--- config.mk ---
export PLATFORM = sky130hd
export DESIGN_NAME = bcps_cell
export DESIGN_NICKNAME = d
export VERILOG_FILES = /design/src/sv/bcps_pkg.sv /design/src/sv/bcps_cell.sv
export SDC_FILE = /design/constraint.sdc
export NUM_CORES = 1
export LEC_CHECK = 0
export ABC_AREA = 1
export BUFFER_PORTS_ARGS = -buffer_cell sky130_fd_sc_hd__buf_2
export CAP_MARGIN = 20
export CORE_ASPECT_RATIO = 0.6
export CORE_MARGIN = 2
export CORE_UTILIZATION = 44
export DETAILED_ROUTE_END_ITERATION = 16
export PLACE_DENSITY = 0.81
export SYNTH_ARGS = -nofsm -noshare
export SYNTH_HDL_FRONTEND = slang
export SYNTH_SLANG_ARGS = --single-unit
--- constraint.sdc ---
create_clock -name clk -period 4.85 [get_ports clk]
set_input_delay 0.485 -clock clk [delete_from_list [all_inputs] [get_ports clk]]
set_output_delay 0.485 -clock clk [all_outputs]
set_load 0.02 [all_outputs]
--- src/sv/bcps_pkg.sv ---
// Shared types and constants of the best-candidate point sampler.
package bcps_pkg;

  // Fixed field widths.
  localparam int COORD_BITS    = 16;
  localparam int FRAC_BITS     = 16;
  localparam int DIST_BITS     = 2 * COORD_BITS + 2;
  localparam int NUM_AXES      = 3;
  localparam int CFG_IDX_BITS  = 3;
  localparam int CFG_DATA_BITS = 16;
  localparam int GROUP_BITS    = 7;
  localparam int TARGET_BITS   = 9;
  localparam int INDEX_BITS    = 8;

  // Cycles from a sample entering the distance unit to its effect on the minimum.
  localparam int DIST_LAT = 4;

  typedef logic signed [COORD_BITS-1:0] coord_t;
  typedef logic [DIST_BITS-1:0]         dist_t;

  // Distance reported for an empty store: above any real distance.
  localparam dist_t DIST_EMPTY = '1;

  // Configuration register indexes.
  localparam logic [CFG_IDX_BITS-1:0] REG_X_BOUND_A  = 3'd0;
  localparam logic [CFG_IDX_BITS-1:0] REG_X_BOUND_B  = 3'd1;
  localparam logic [CFG_IDX_BITS-1:0] REG_Y_BOUND_A  = 3'd2;
  localparam logic [CFG_IDX_BITS-1:0] REG_Y_BOUND_B  = 3'd3;
  localparam logic [CFG_IDX_BITS-1:0] REG_Z_BOUND_A  = 3'd4;
  localparam logic [CFG_IDX_BITS-1:0] REG_Z_BOUND_B  = 3'd5;
  localparam logic [CFG_IDX_BITS-1:0] REG_GROUP_SIZE = 3'd6;
  localparam logic [CFG_IDX_BITS-1:0] REG_TARGET_CNT = 3'd7;

  // Configuration reset values.
  localparam coord_t                 BOUND_A_RST = 16'hFF00;
  localparam coord_t                 BOUND_B_RST = 16'h0100;
  localparam logic [GROUP_BITS-1:0]  GROUP_RST   = 7'd8;
  localparam logic [TARGET_BITS-1:0] TARGET_RST  = 9'd256;

  typedef struct packed {
    logic [FRAC_BITS-1:0] frac_x;
    logic [FRAC_BITS-1:0] frac_y;
    logic [FRAC_BITS-1:0] frac_z;
  } in_item_t;

  typedef struct packed {
    logic [INDEX_BITS-1:0] point_index;
    coord_t                point_x;
    coord_t                point_y;
    coord_t                point_z;
    logic                  set_done;
  } out_item_t;

  typedef struct packed {
    coord_t x;
    coord_t y;
    coord_t z;
  } point_t;

  // What each cell of the point chain does in a cycle.
  typedef enum logic [1:0] {
    CHAIN_HOLD,
    CHAIN_ROTATE,
    CHAIN_PUSH
  } chain_mode_t;

  // Control from the sequencer to the distance unit.
  typedef struct packed {
    logic clear;
    logic sample;
  } dist_ctl_t;

endpackage

--- src/sv/bcps_cell.sv ---
// One cell of the point chain: holds one stored point.
module bcps_cell import bcps_pkg::*; (
  input  logic        clk,
  input  chain_mode_t mode,
  input  point_t      from_prev,
  input  point_t      from_next,
  output point_t      q
);

  point_t pt_r;

  // Rotate toward the head during a scan, shift away from it on insert.
  always_ff @(posedge clk) begin
    unique case (mode)
      CHAIN_HOLD:   pt_r <= pt_r;
      CHAIN_ROTATE: pt_r <= from_next;
      CHAIN_PUSH:   pt_r <= from_prev;
      default:      pt_r <= pt_r;
    endcase
  end

  assign q = pt_r;

endmodule

==> flow_summary.json <==
{
  "synth_area_per_cell_sq_um": 10.0,
  "setup_violations": 0,
  "post_synth_top_area_share_pct": 69.8,
  "hold_depth": 3,
  "fin_util_pct": 64.4,
  "power_mw": 1.05,
  "detailed_place_hpwl_mm": 3.52,
  "global_route.overflow_total": 0,
  "clock_sink_count": 48,
  "drt_first_pass_iters": 5,
  "post-route-min-period_ns": 2.18,
  "count_of_cells_resized_by_post_cts_repair": 0,
  "synth_area_leader_cell": "edfxtp_1",
  "synth_sequential_area_ratio_pct": 69.8,
  "yosys-top-cells-area": "edfxtp_1 70%, nand2_1 26%, buf_2 1.5%, buf_4 1.5%, ha_1 0.61%",
  "die_width_microns": 92.5,
  "cts-htree-levels": 2,
  "critPathMaxFanout": 49,
  "grt_use_total_pct": 18.4,
  "fin_worst_hold_slack_ns": 0.452,
  "drv.max_cap_violation_count": 0,
  "rsz0062_at_grt": "false",
  "io_buffer_count": 146,
  "timing_worst_slew_pin_value_ns": 0.959,
  "number_of_instances_in_the_synthesized_netlist": 206,
  "drt_iter0_drc": 93,
  "slowest_stage": "ha_2",
  "area_growth_pct": 41.6,
  "yosys_warnings": 0,
  "hold_path.startpoint": "from_next[28]",
  "wl_per_cell_microns": 11.6,
  "layout_net_count": 449,
  "root_buffer": "clkbuf_8",
  "cts_buffers": 5,
  "antenna_cells_inserted": 0,
  "finalWirelength_mm": 4.81,
  "finalWeightedCongestion": 0.767,
  "tritoncts": "done",
  "max_freq_mhz": 458,
  "number_of_primary_i_o_pins": 147,
  "cp_common_cell": "nand2_1",
  "grt_max_degree": 50,
  "post-cts-setup-buffers": 0,
  "largest_register_ff_count": 48,
  "hp-class": "input port to flip-flop",
  "maxSlewHeadroom_pct": 36.0,
  "yosys_register_bits": 48,
  "critical_path.startpoint_type": "input port",
  "vias": 1861,
  "cp_data_required_time_ns": 4.89,
  "grt_antenna_before_repair": 0,
  "drv_slew": 0,
  "hold-path-endpoint": "q[28]",
  "clockBufferDepth": 2,
  "crit_path_max_cell_delay_ns": 0.75,
  "path_cells": "buf_2 -> inv_1 -> ha_2 -> inv_2 -> nand2_1 -> nand2_1",
  "design.die.area_sq_um": 5280,
  "final_hold_viol_count": 0,
  "ctsHoldBuffers": 0,
  "starting_density_of_the_core_pct": 45.5,
  "grt_pass1_wl_mm": 7.58,
  "synth_fp_nets": 306,
  "power_density_nw_per_um2": 360,
  "criticalPathCategory": "input port to flip-flop",
  "drive_above_1_share_pct": 44.3,
  "finalSetupTns_ns": 0,
  "cts_clock_pin_slew_for_the_worst_setup_and_hold_paths_ns": 0.08,
  "run_status": "complete, no violations",
  "core_area_sq_um": 4540,
  "fin_crit_sh_pct": 45.0,
  "timing.critical_path.to_type": "flip-flop",
  "site_row_count": 19,
  "ys_types": 7,
  "grt_pass1_vias": 1796,
  "leakagePower_nw": 1.53,
  "synth.cell_area_sq_um": 2070,
  "power.ir.vdd_worst_mv": 0.183,
  "die_h_microns": 57.1,
  "viasPerCell": 4.51,
  "final_antenna_net_count": 0,
  "post-route-drc-count": 0,
  "worst_ep_arrival_time_ns": 2.22
}
worst max path at each step:
stage / slack, ns / endpoint / cells past startpoint / start
floorplan: 2.72 / q[0] / 3 / mode[0]
global placement: 2.40 / q[4] / 6 / mode[0]
detailed placement: 2.35 / q[23] / 6 / mode[0]
CTS: 2.67 / q[23] / 6 / mode[0]
global route: 2.49 / q[10] / 6 / mode[0]
finish: 2.67 / q[18] / 6 / mode[0]
critical path: cells and delay by family:
family / cells / cell delay [ns]
adder cells (fa/ha/maj): 1 / 0.75
buffers and inverters: 3 / 0.69
AND/OR/NAND/NOR: 2 / 0.25
cells by family after synthesis:
logic type | Yosys count | synth area share (%)
fa+ha+maj | 1 | 0.606
buf+inv | 13 | 3.45
flops | 48 | 69.8
simple gates | 144 | 26.2
power by group:
part | internal [mW] | switching, mW | leakage, nW | total, mW
combinational | 0.0809 | 0.153 | 1.01 | 0.234
sequential | 0.529 | 0.0142 | 0.468 | 0.543
clock | 0.150 | 0.124 | 0.0532 | 0.275
total | 0.760 | 0.291 | 1.53 | 1.05
metrics by stage:
| step | instance area (sq um) | worst slack [ns] | std cells |
|---|---|---|---|
| detailed placement | 2820 | 2.35 | 405 |
| CTS | 2920 | 2.67 | 413 |
| finish | 2920 | 2.67 | 413 |
| global placement | 2820 | 2.40 | 405 |
| floorplan | 2070 | 2.72 | 206 |
| global route | 2920 | 2.49 | 413 |
cell type report:
cell class,instances,area (sq um)
sequential,48,1440
multi-input combinational,145,556
clock inverter,3,37.5
timing repair buffer,146,731
fill,405,1620
tap,63,78.8
inverter,3,11.3
clock buffer,5,68.8
Yosys cell counts, drive strengths merged:
master    n
edfxtp   48
nand2   144
buf      10
ha        1
inv       3
per-layer routing:
layer	global-route usage, %	up-vias	share of wire, %
met3	5.81	0	11
met5	0	-	0
met4	5.12	0	0
met1	20.4	823	38
met2	34.6	96	51
li1	-	942	-
cell usage in the layout (no fill, tap or decap):
cell       instances
buf_2            146
nand2_1          144
edfxtp_1          48
clkbuf_8           5
inv_2              2
clkinv_1           2
inv_1              1
ha_2               1
bufinv_16          1
(Power assumes the default switching activity.)
