File: src/sv/bcps_pkg.sv
// Shared types and constants of the best-candidate point sampler.
package bcps_pkg;

  // Fixed field widths.
  localparam int COORD_BITS    = 16;
  localparam int FRAC_BITS     = 16;
  localparam int DIST_BITS     = 2 * COORD_BITS + 2;
  localparam int NUM_AXES      = 3;
  localparam int CFG_IDX_BITS  = 3;
  localparam int CFG_DATA_BITS = 16;
  localparam int GROUP_BITS    = 7;
  localparam int TARGET_BITS   = 9;
  localparam int INDEX_BITS    = 8;

  // Cycles from a sample entering the distance unit to its effect on the minimum.
  localparam int DIST_LAT = 4;

  typedef logic signed [COORD_BITS-1:0] coord_t;
  typedef logic [DIST_BITS-1:0]         dist_t;

  // Distance reported for an empty store: above any real distance.
  localparam dist_t DIST_EMPTY = '1;

  // Configuration register indexes.
  localparam logic [CFG_IDX_BITS-1:0] REG_X_BOUND_A  = 3'd0;
  localparam logic [CFG_IDX_BITS-1:0] REG_X_BOUND_B  = 3'd1;
  localparam logic [CFG_IDX_BITS-1:0] REG_Y_BOUND_A  = 3'd2;
  localparam logic [CFG_IDX_BITS-1:0] REG_Y_BOUND_B  = 3'd3;
  localparam logic [CFG_IDX_BITS-1:0] REG_Z_BOUND_A  = 3'd4;
  localparam logic [CFG_IDX_BITS-1:0] REG_Z_BOUND_B  = 3'd5;
  localparam logic [CFG_IDX_BITS-1:0] REG_GROUP_SIZE = 3'd6;
  localparam logic [CFG_IDX_BITS-1:0] REG_TARGET_CNT = 3'd7;

  // Configuration reset values.
  localparam coord_t                 BOUND_A_RST = 16'hFF00;
  localparam coord_t                 BOUND_B_RST = 16'h0100;
  localparam logic [GROUP_BITS-1:0]  GROUP_RST   = 7'd8;
  localparam logic [TARGET_BITS-1:0] TARGET_RST  = 9'd256;

  typedef struct packed {
    logic [FRAC_BITS-1:0] frac_x;
    logic [FRAC_BITS-1:0] frac_y;
    logic [FRAC_BITS-1:0] frac_z;
  } in_item_t;

  typedef struct packed {
    logic [INDEX_BITS-1:0] point_index;
    coord_t                point_x;
    coord_t                point_y;
    coord_t                point_z;
    logic                  set_done;
  } out_item_t;

  typedef struct packed {
    coord_t x;
    coord_t y;
    coord_t z;
  } point_t;

  // What each cell of the point chain does in a cycle.
  typedef enum logic [1:0] {
    CHAIN_HOLD,
    CHAIN_ROTATE,
    CHAIN_PUSH
  } chain_mode_t;

  // Control from the sequencer to the distance unit.
  typedef struct packed {
    logic clear;
    logic sample;
  } dist_ctl_t;

endpackage

File: src/sv/bcps_dist.sv
// Pipelined squared distance and running minimum over the scanned points.
module bcps_dist import bcps_pkg::*; (
  input  logic      clk,
  input  logic      rst_n,
  input  dist_ctl_t ctl,
  input  point_t    pnt,
  input  point_t    cand,
  output dist_t     min_dist
);

  coord_t                    pa [NUM_AXES];
  coord_t                    ca [NUM_AXES];
  logic [COORD_BITS:0]       diff [NUM_AXES];
  logic [COORD_BITS-1:0]     absd_nxt [NUM_AXES];
  logic [COORD_BITS-1:0]     absd_r [NUM_AXES];
  logic [2*COORD_BITS-1:0]   sq_nxt [NUM_AXES];
  logic [2*COORD_BITS-1:0]   sq_r [NUM_AXES];
  dist_t                     sum_nxt;
  dist_t                     sum_r;
  dist_t                     min_nxt;
  dist_t                     min_r;
  logic                      v1_r;
  logic                      v2_r;
  logic                      v3_r;

  assign pa[0] = pnt.x;
  assign pa[1] = pnt.y;
  assign pa[2] = pnt.z;
  assign ca[0] = cand.x;
  assign ca[1] = cand.y;
  assign ca[2] = cand.z;

  // Stage 1: absolute difference per axis.
  always_comb begin
    for (int a = 0; a < NUM_AXES; a++) begin
      diff[a] = {pa[a][COORD_BITS-1], pa[a]} - {ca[a][COORD_BITS-1], ca[a]};
      absd_nxt[a] = diff[a][COORD_BITS] ? COORD_BITS'(~diff[a] + 1'b1)
                                        : COORD_BITS'(diff[a]);
    end
  end

  // Stage 2: squares.
  always_comb begin
    for (int a = 0; a < NUM_AXES; a++) begin
      sq_nxt[a] = (2*COORD_BITS)'(absd_r[a]) * (2*COORD_BITS)'(absd_r[a]);
    end
  end

  // Stage 3: sum of the three squares.
  assign sum_nxt = DIST_BITS'(sq_r[0]) + DIST_BITS'(sq_r[1]) + DIST_BITS'(sq_r[2]);

  // Running minimum, restarted for each candidate.
  always_comb begin
    min_nxt = min_r;
    if (ctl.clear) begin
      min_nxt = DIST_EMPTY;
    end else if (v3_r && (sum_r < min_r)) begin
      min_nxt = sum_r;
    end
  end

  always_ff @(posedge clk) begin
    absd_r <= absd_nxt;
    sq_r   <= sq_nxt;
    sum_r  <= sum_nxt;
  end

  always_ff @(posedge clk) begin
    if (!rst_n) begin
      v1_r  <= 1'b0;
      v2_r  <= 1'b0;
      v3_r  <= 1'b0;
      min_r <= DIST_EMPTY;
    end else begin
      v1_r  <= ctl.sample;
      v2_r  <= v1_r;
      v3_r  <= v2_r;
      min_r <= min_nxt;
    end
  end

  assign min_dist = min_r;

endmodule

File: config.mk
export PLATFORM = sky130hd
export DESIGN_NAME = bcps_dist
export DESIGN_NICKNAME = d
export VERILOG_FILES = /design/src/sv/bcps_pkg.sv /design/src/sv/bcps_dist.sv
export SDC_FILE = /design/constraint.sdc
export NUM_CORES = 2
export LEC_CHECK = 0
export ABC_AREA = 1
export BUFFER_PORTS_ARGS = -buffer_cell sky130_fd_sc_hd__buf_2
export CELL_PAD_IN_SITES_DETAIL_PLACEMENT = 1
export CELL_PAD_IN_SITES_GLOBAL_PLACEMENT = 2
export CORE_AREA = 2 2 289 291
export CTS_BUF_LIST = sky130_fd_sc_hd__clkbuf_8 sky130_fd_sc_hd__clkbuf_16
export CTS_CLUSTER_DIAMETER = 60
export DETAILED_ROUTE_END_ITERATION = 8
export DIE_AREA = 0 0 291 293
export GPL_TIMING_DRIVEN = 0
export PLACE_DENSITY = 0.92
export SETUP_SLACK_MARGIN = 0.15
export SLEW_MARGIN = 0
export SYNTH_ARGS = -nofsm -noshare
export SYNTH_HDL_FRONTEND = slang
export SYNTH_SLANG_ARGS = --single-unit
File: constraint.sdc
create_clock -name clk -period 10.2 [get_ports clk]
set_input_delay 1.02 -clock clk [delete_from_list [all_inputs] [get_ports clk]]
set_output_delay 1.02 -clock clk [all_outputs]
set_load 0.03 [all_outputs]
==> reports/metrics.cfg <==
[critical_path]
cp-end-kind=flop
path_cells=clkbuf_1, clkbuf_1, nand2_1, fa_1, fa_1, inv_1, fa_1, fa_1, fa_1, inv_1, fa_1, inv_1, ha_1, nand2_1, inv_1, nand3_1, nor3_1, nand4_1, nand3_1, a21o_1, xor2_1
slowest_delay_ns=0.64
cp_max_fo=10
worst_ep_required_time_ns=10.68
cp.arrival_ns=7.26
critPathSlowestCell=clkbuf_1
crit_type=reg -> reg
start_kind=flop
cp_common_cell=fa_1

[cells_and_area]
drive_gt1_share_pct=6.50
stdcell_area_um2=37300
syn2layout_area_growth_pct=8.80
num-nets-final=5540
diodes=0

[synthesis]
yosys.area_share.simple_pct=17.2
ys_warn_count=0
synth_cell_types=56
synth_compound_area_share_pct=5.98
synthAdderAreaFrac_pct=45.7
avgSynthCellArea_um2=7.91
yosysSeqAreaShare_pct=12.4
synth_mux_area_share_pct=0
synth_top_area_cell=fa_1
synthCells=4335
yosysMostFrequentCell=inv_1
syn_area_um2=34300
synth_edf_count=0
synth-xor-area-share_pct=4.90
netlist.area_leader.share_pct=30.5
synth_flop_cell=dfxtp_1
yosys_register_bits=212
ys_top_cells_by_area=fa_1 30%, ha_1 15%, inv_1 12%
synth_async_sr_flop_share_pct=0
synth_top_family_by_area=adder cells
ys_top_cells_by_count=1131 x inv_1, 890 x nand2_1, 522 x fa_1

[detailed_routing]
ant_nets=0
wirelength_mm=92.6
routedWlPerCell_um=16.6
vias=27421
dr.pass1.iters=5
drt_iter0_drc=868
via_per_inst=4.91
drc_errors=0

[global_routing]
grt_pass1_wl_mm=155
gr-usage-all-layers_pct=22.3
antenna_found_initial=0
grt_overflow=0
grt_pass1_vias=30544
grt_max_degree=15

[floorplan]
die_w_um=291
die_area_um2=85300
die_h_um=293
start_util_pct=41.9
ios=134
rows=105
core_area_um2=81800

[timing]
fmax_mhz=147
setup_viol=0
rsz0062_at_grt=false
worst_slew_margin_rel_pct=48.1
finClkSkew_ns=0.0320
min_period_ns=6.78
finalHoldViolCount=0
tightest_slew_ns=0.779
period_share_pct=66.5
slew_violations=0
tns_ns=0

[flow_run]
max_cap_violations=0

[clock_tree]
cts_buffer_depth=3
htree_levels=1
cts_resized=0
numCtsBuffers=28
cts_sinks=212
hold_buffers=0
cts_tree=yes
root_buffer=clkbuf_16
path_clk_slew_ns=0.06
cts_setup_buffers=0
clk_latency_ns=0.59

[placed_design]
postPlaceCellArea_um2=36300
portBuffers=133
globalplace.congestion=0.875
dp_hpwl_mm=80.9

[worst_hold_path]
hp-class=reg -> reg

[run_status]
status=complete, no violations

logic make-up after synthesis:
family / Yosys count
DFF: 212
buffers and inverters: 1248
AOI/OAI and AO/OA: 357
xor gates and xnor gates: 184
other: 1
adders and majority gates: 940
and+or+nand+nor: 1393
final cells by class:
class	instances	area (um^2)
fill	10120	44500
inverter	1141	4280
timing repair buffer	133	666
multi-input combinational	2877	25300
clock inverter	22	304
sequential	212	4240
buffer	107	439
clock buffer	28	701
tap	1070	1340
routing by layer:
metal | share of wire (%) | global-route usage (%)
met2 | 50 | 40.9
met4 | 1.7 | 4.33
met1 | 45 | 28.9
met5 | 0 | 0
met3 | 3.2 | 1.82
state kept, by name, summed over array words and instances (netlist names):
signal,cells
absd_r,48
min_dist,34
sq_r,93
sum_r,34
v1_r,1
v2_r,1
v3_r,1
cell usage in the layout (no fill, tap or decap), types with 4 or more instances in the layout:
cell and instances:
clkinv_2 7, a211oi_1 4, a21oi_2 9, a31oi_1 14, nand2_4 5, nand3_2 11
nor2_2 12, a21o_1 22, nand4_1 62, inv_1 1132, o21ai_0 77, xor2_1 115
nor2_1 196, o211ai_1 6, nand2_1 890, o21ai_1 7, a21oi_1 177, o21bai_1 15
inv_2 9, bufinv_16 6, or2_2 6, clkbuf_16 28, o21a_1 5, buf_2 136
fa_1 522, nand2_2 26, nand3_1 135, nor3_1 30, dfxtp_1 212, xnor2_1 63
ha_1 418, o21ai_2 7, clkbuf_1 96, a21boi_0 4, nand3b_1 8
through the flow:
stage	hold WS [ns]	setup slack, ns	utilization [%]	instances
2_1_floorplan	0.329	4.77	-	4337
3_3_place_gp	0.377	3.62	44.3	5540
3_5_place_dp	0.372	3.52	44.3	5540
4_1_cts	0.382	3.47	45.6	5590
5_1_grt	0.389	3.07	45.6	5590
6_report	0.376	3.42	45.6	5590
path summary, 6_finish.rpt:
kind / cells past startpoint / from / end / slack [ns]
worst min register to register: 0 / absd_r[32] / sq_r[64] / 0.38
worst max register to register: 21 / absd_r[4] / sq_r[26] / 3.42
worst min-delay path: 0 / absd_r[32] / sq_r[64] / 0.38
worst max-delay path: 21 / absd_r[4] / sq_r[26] / 3.42
critical path: cells and delay by family (launching register included):
| family | cells | cell delay [ns] |
|---|---|---|
| DFF | 1 | 0.48 |
| and+or+nand+nor | 6 | 0.99 |
| xor gates and xnor gates | 1 | 0.20 |
| adders and majority gates | 7 | 3.40 |
| buffers and inverters | 6 | 1.40 |
| AOI/OAI and AO/OA | 1 | 0.19 |
Power is left out: the tool's default activity adds up to more than one toggle a clock period on the data nets, which glitch-free logic cannot reach.
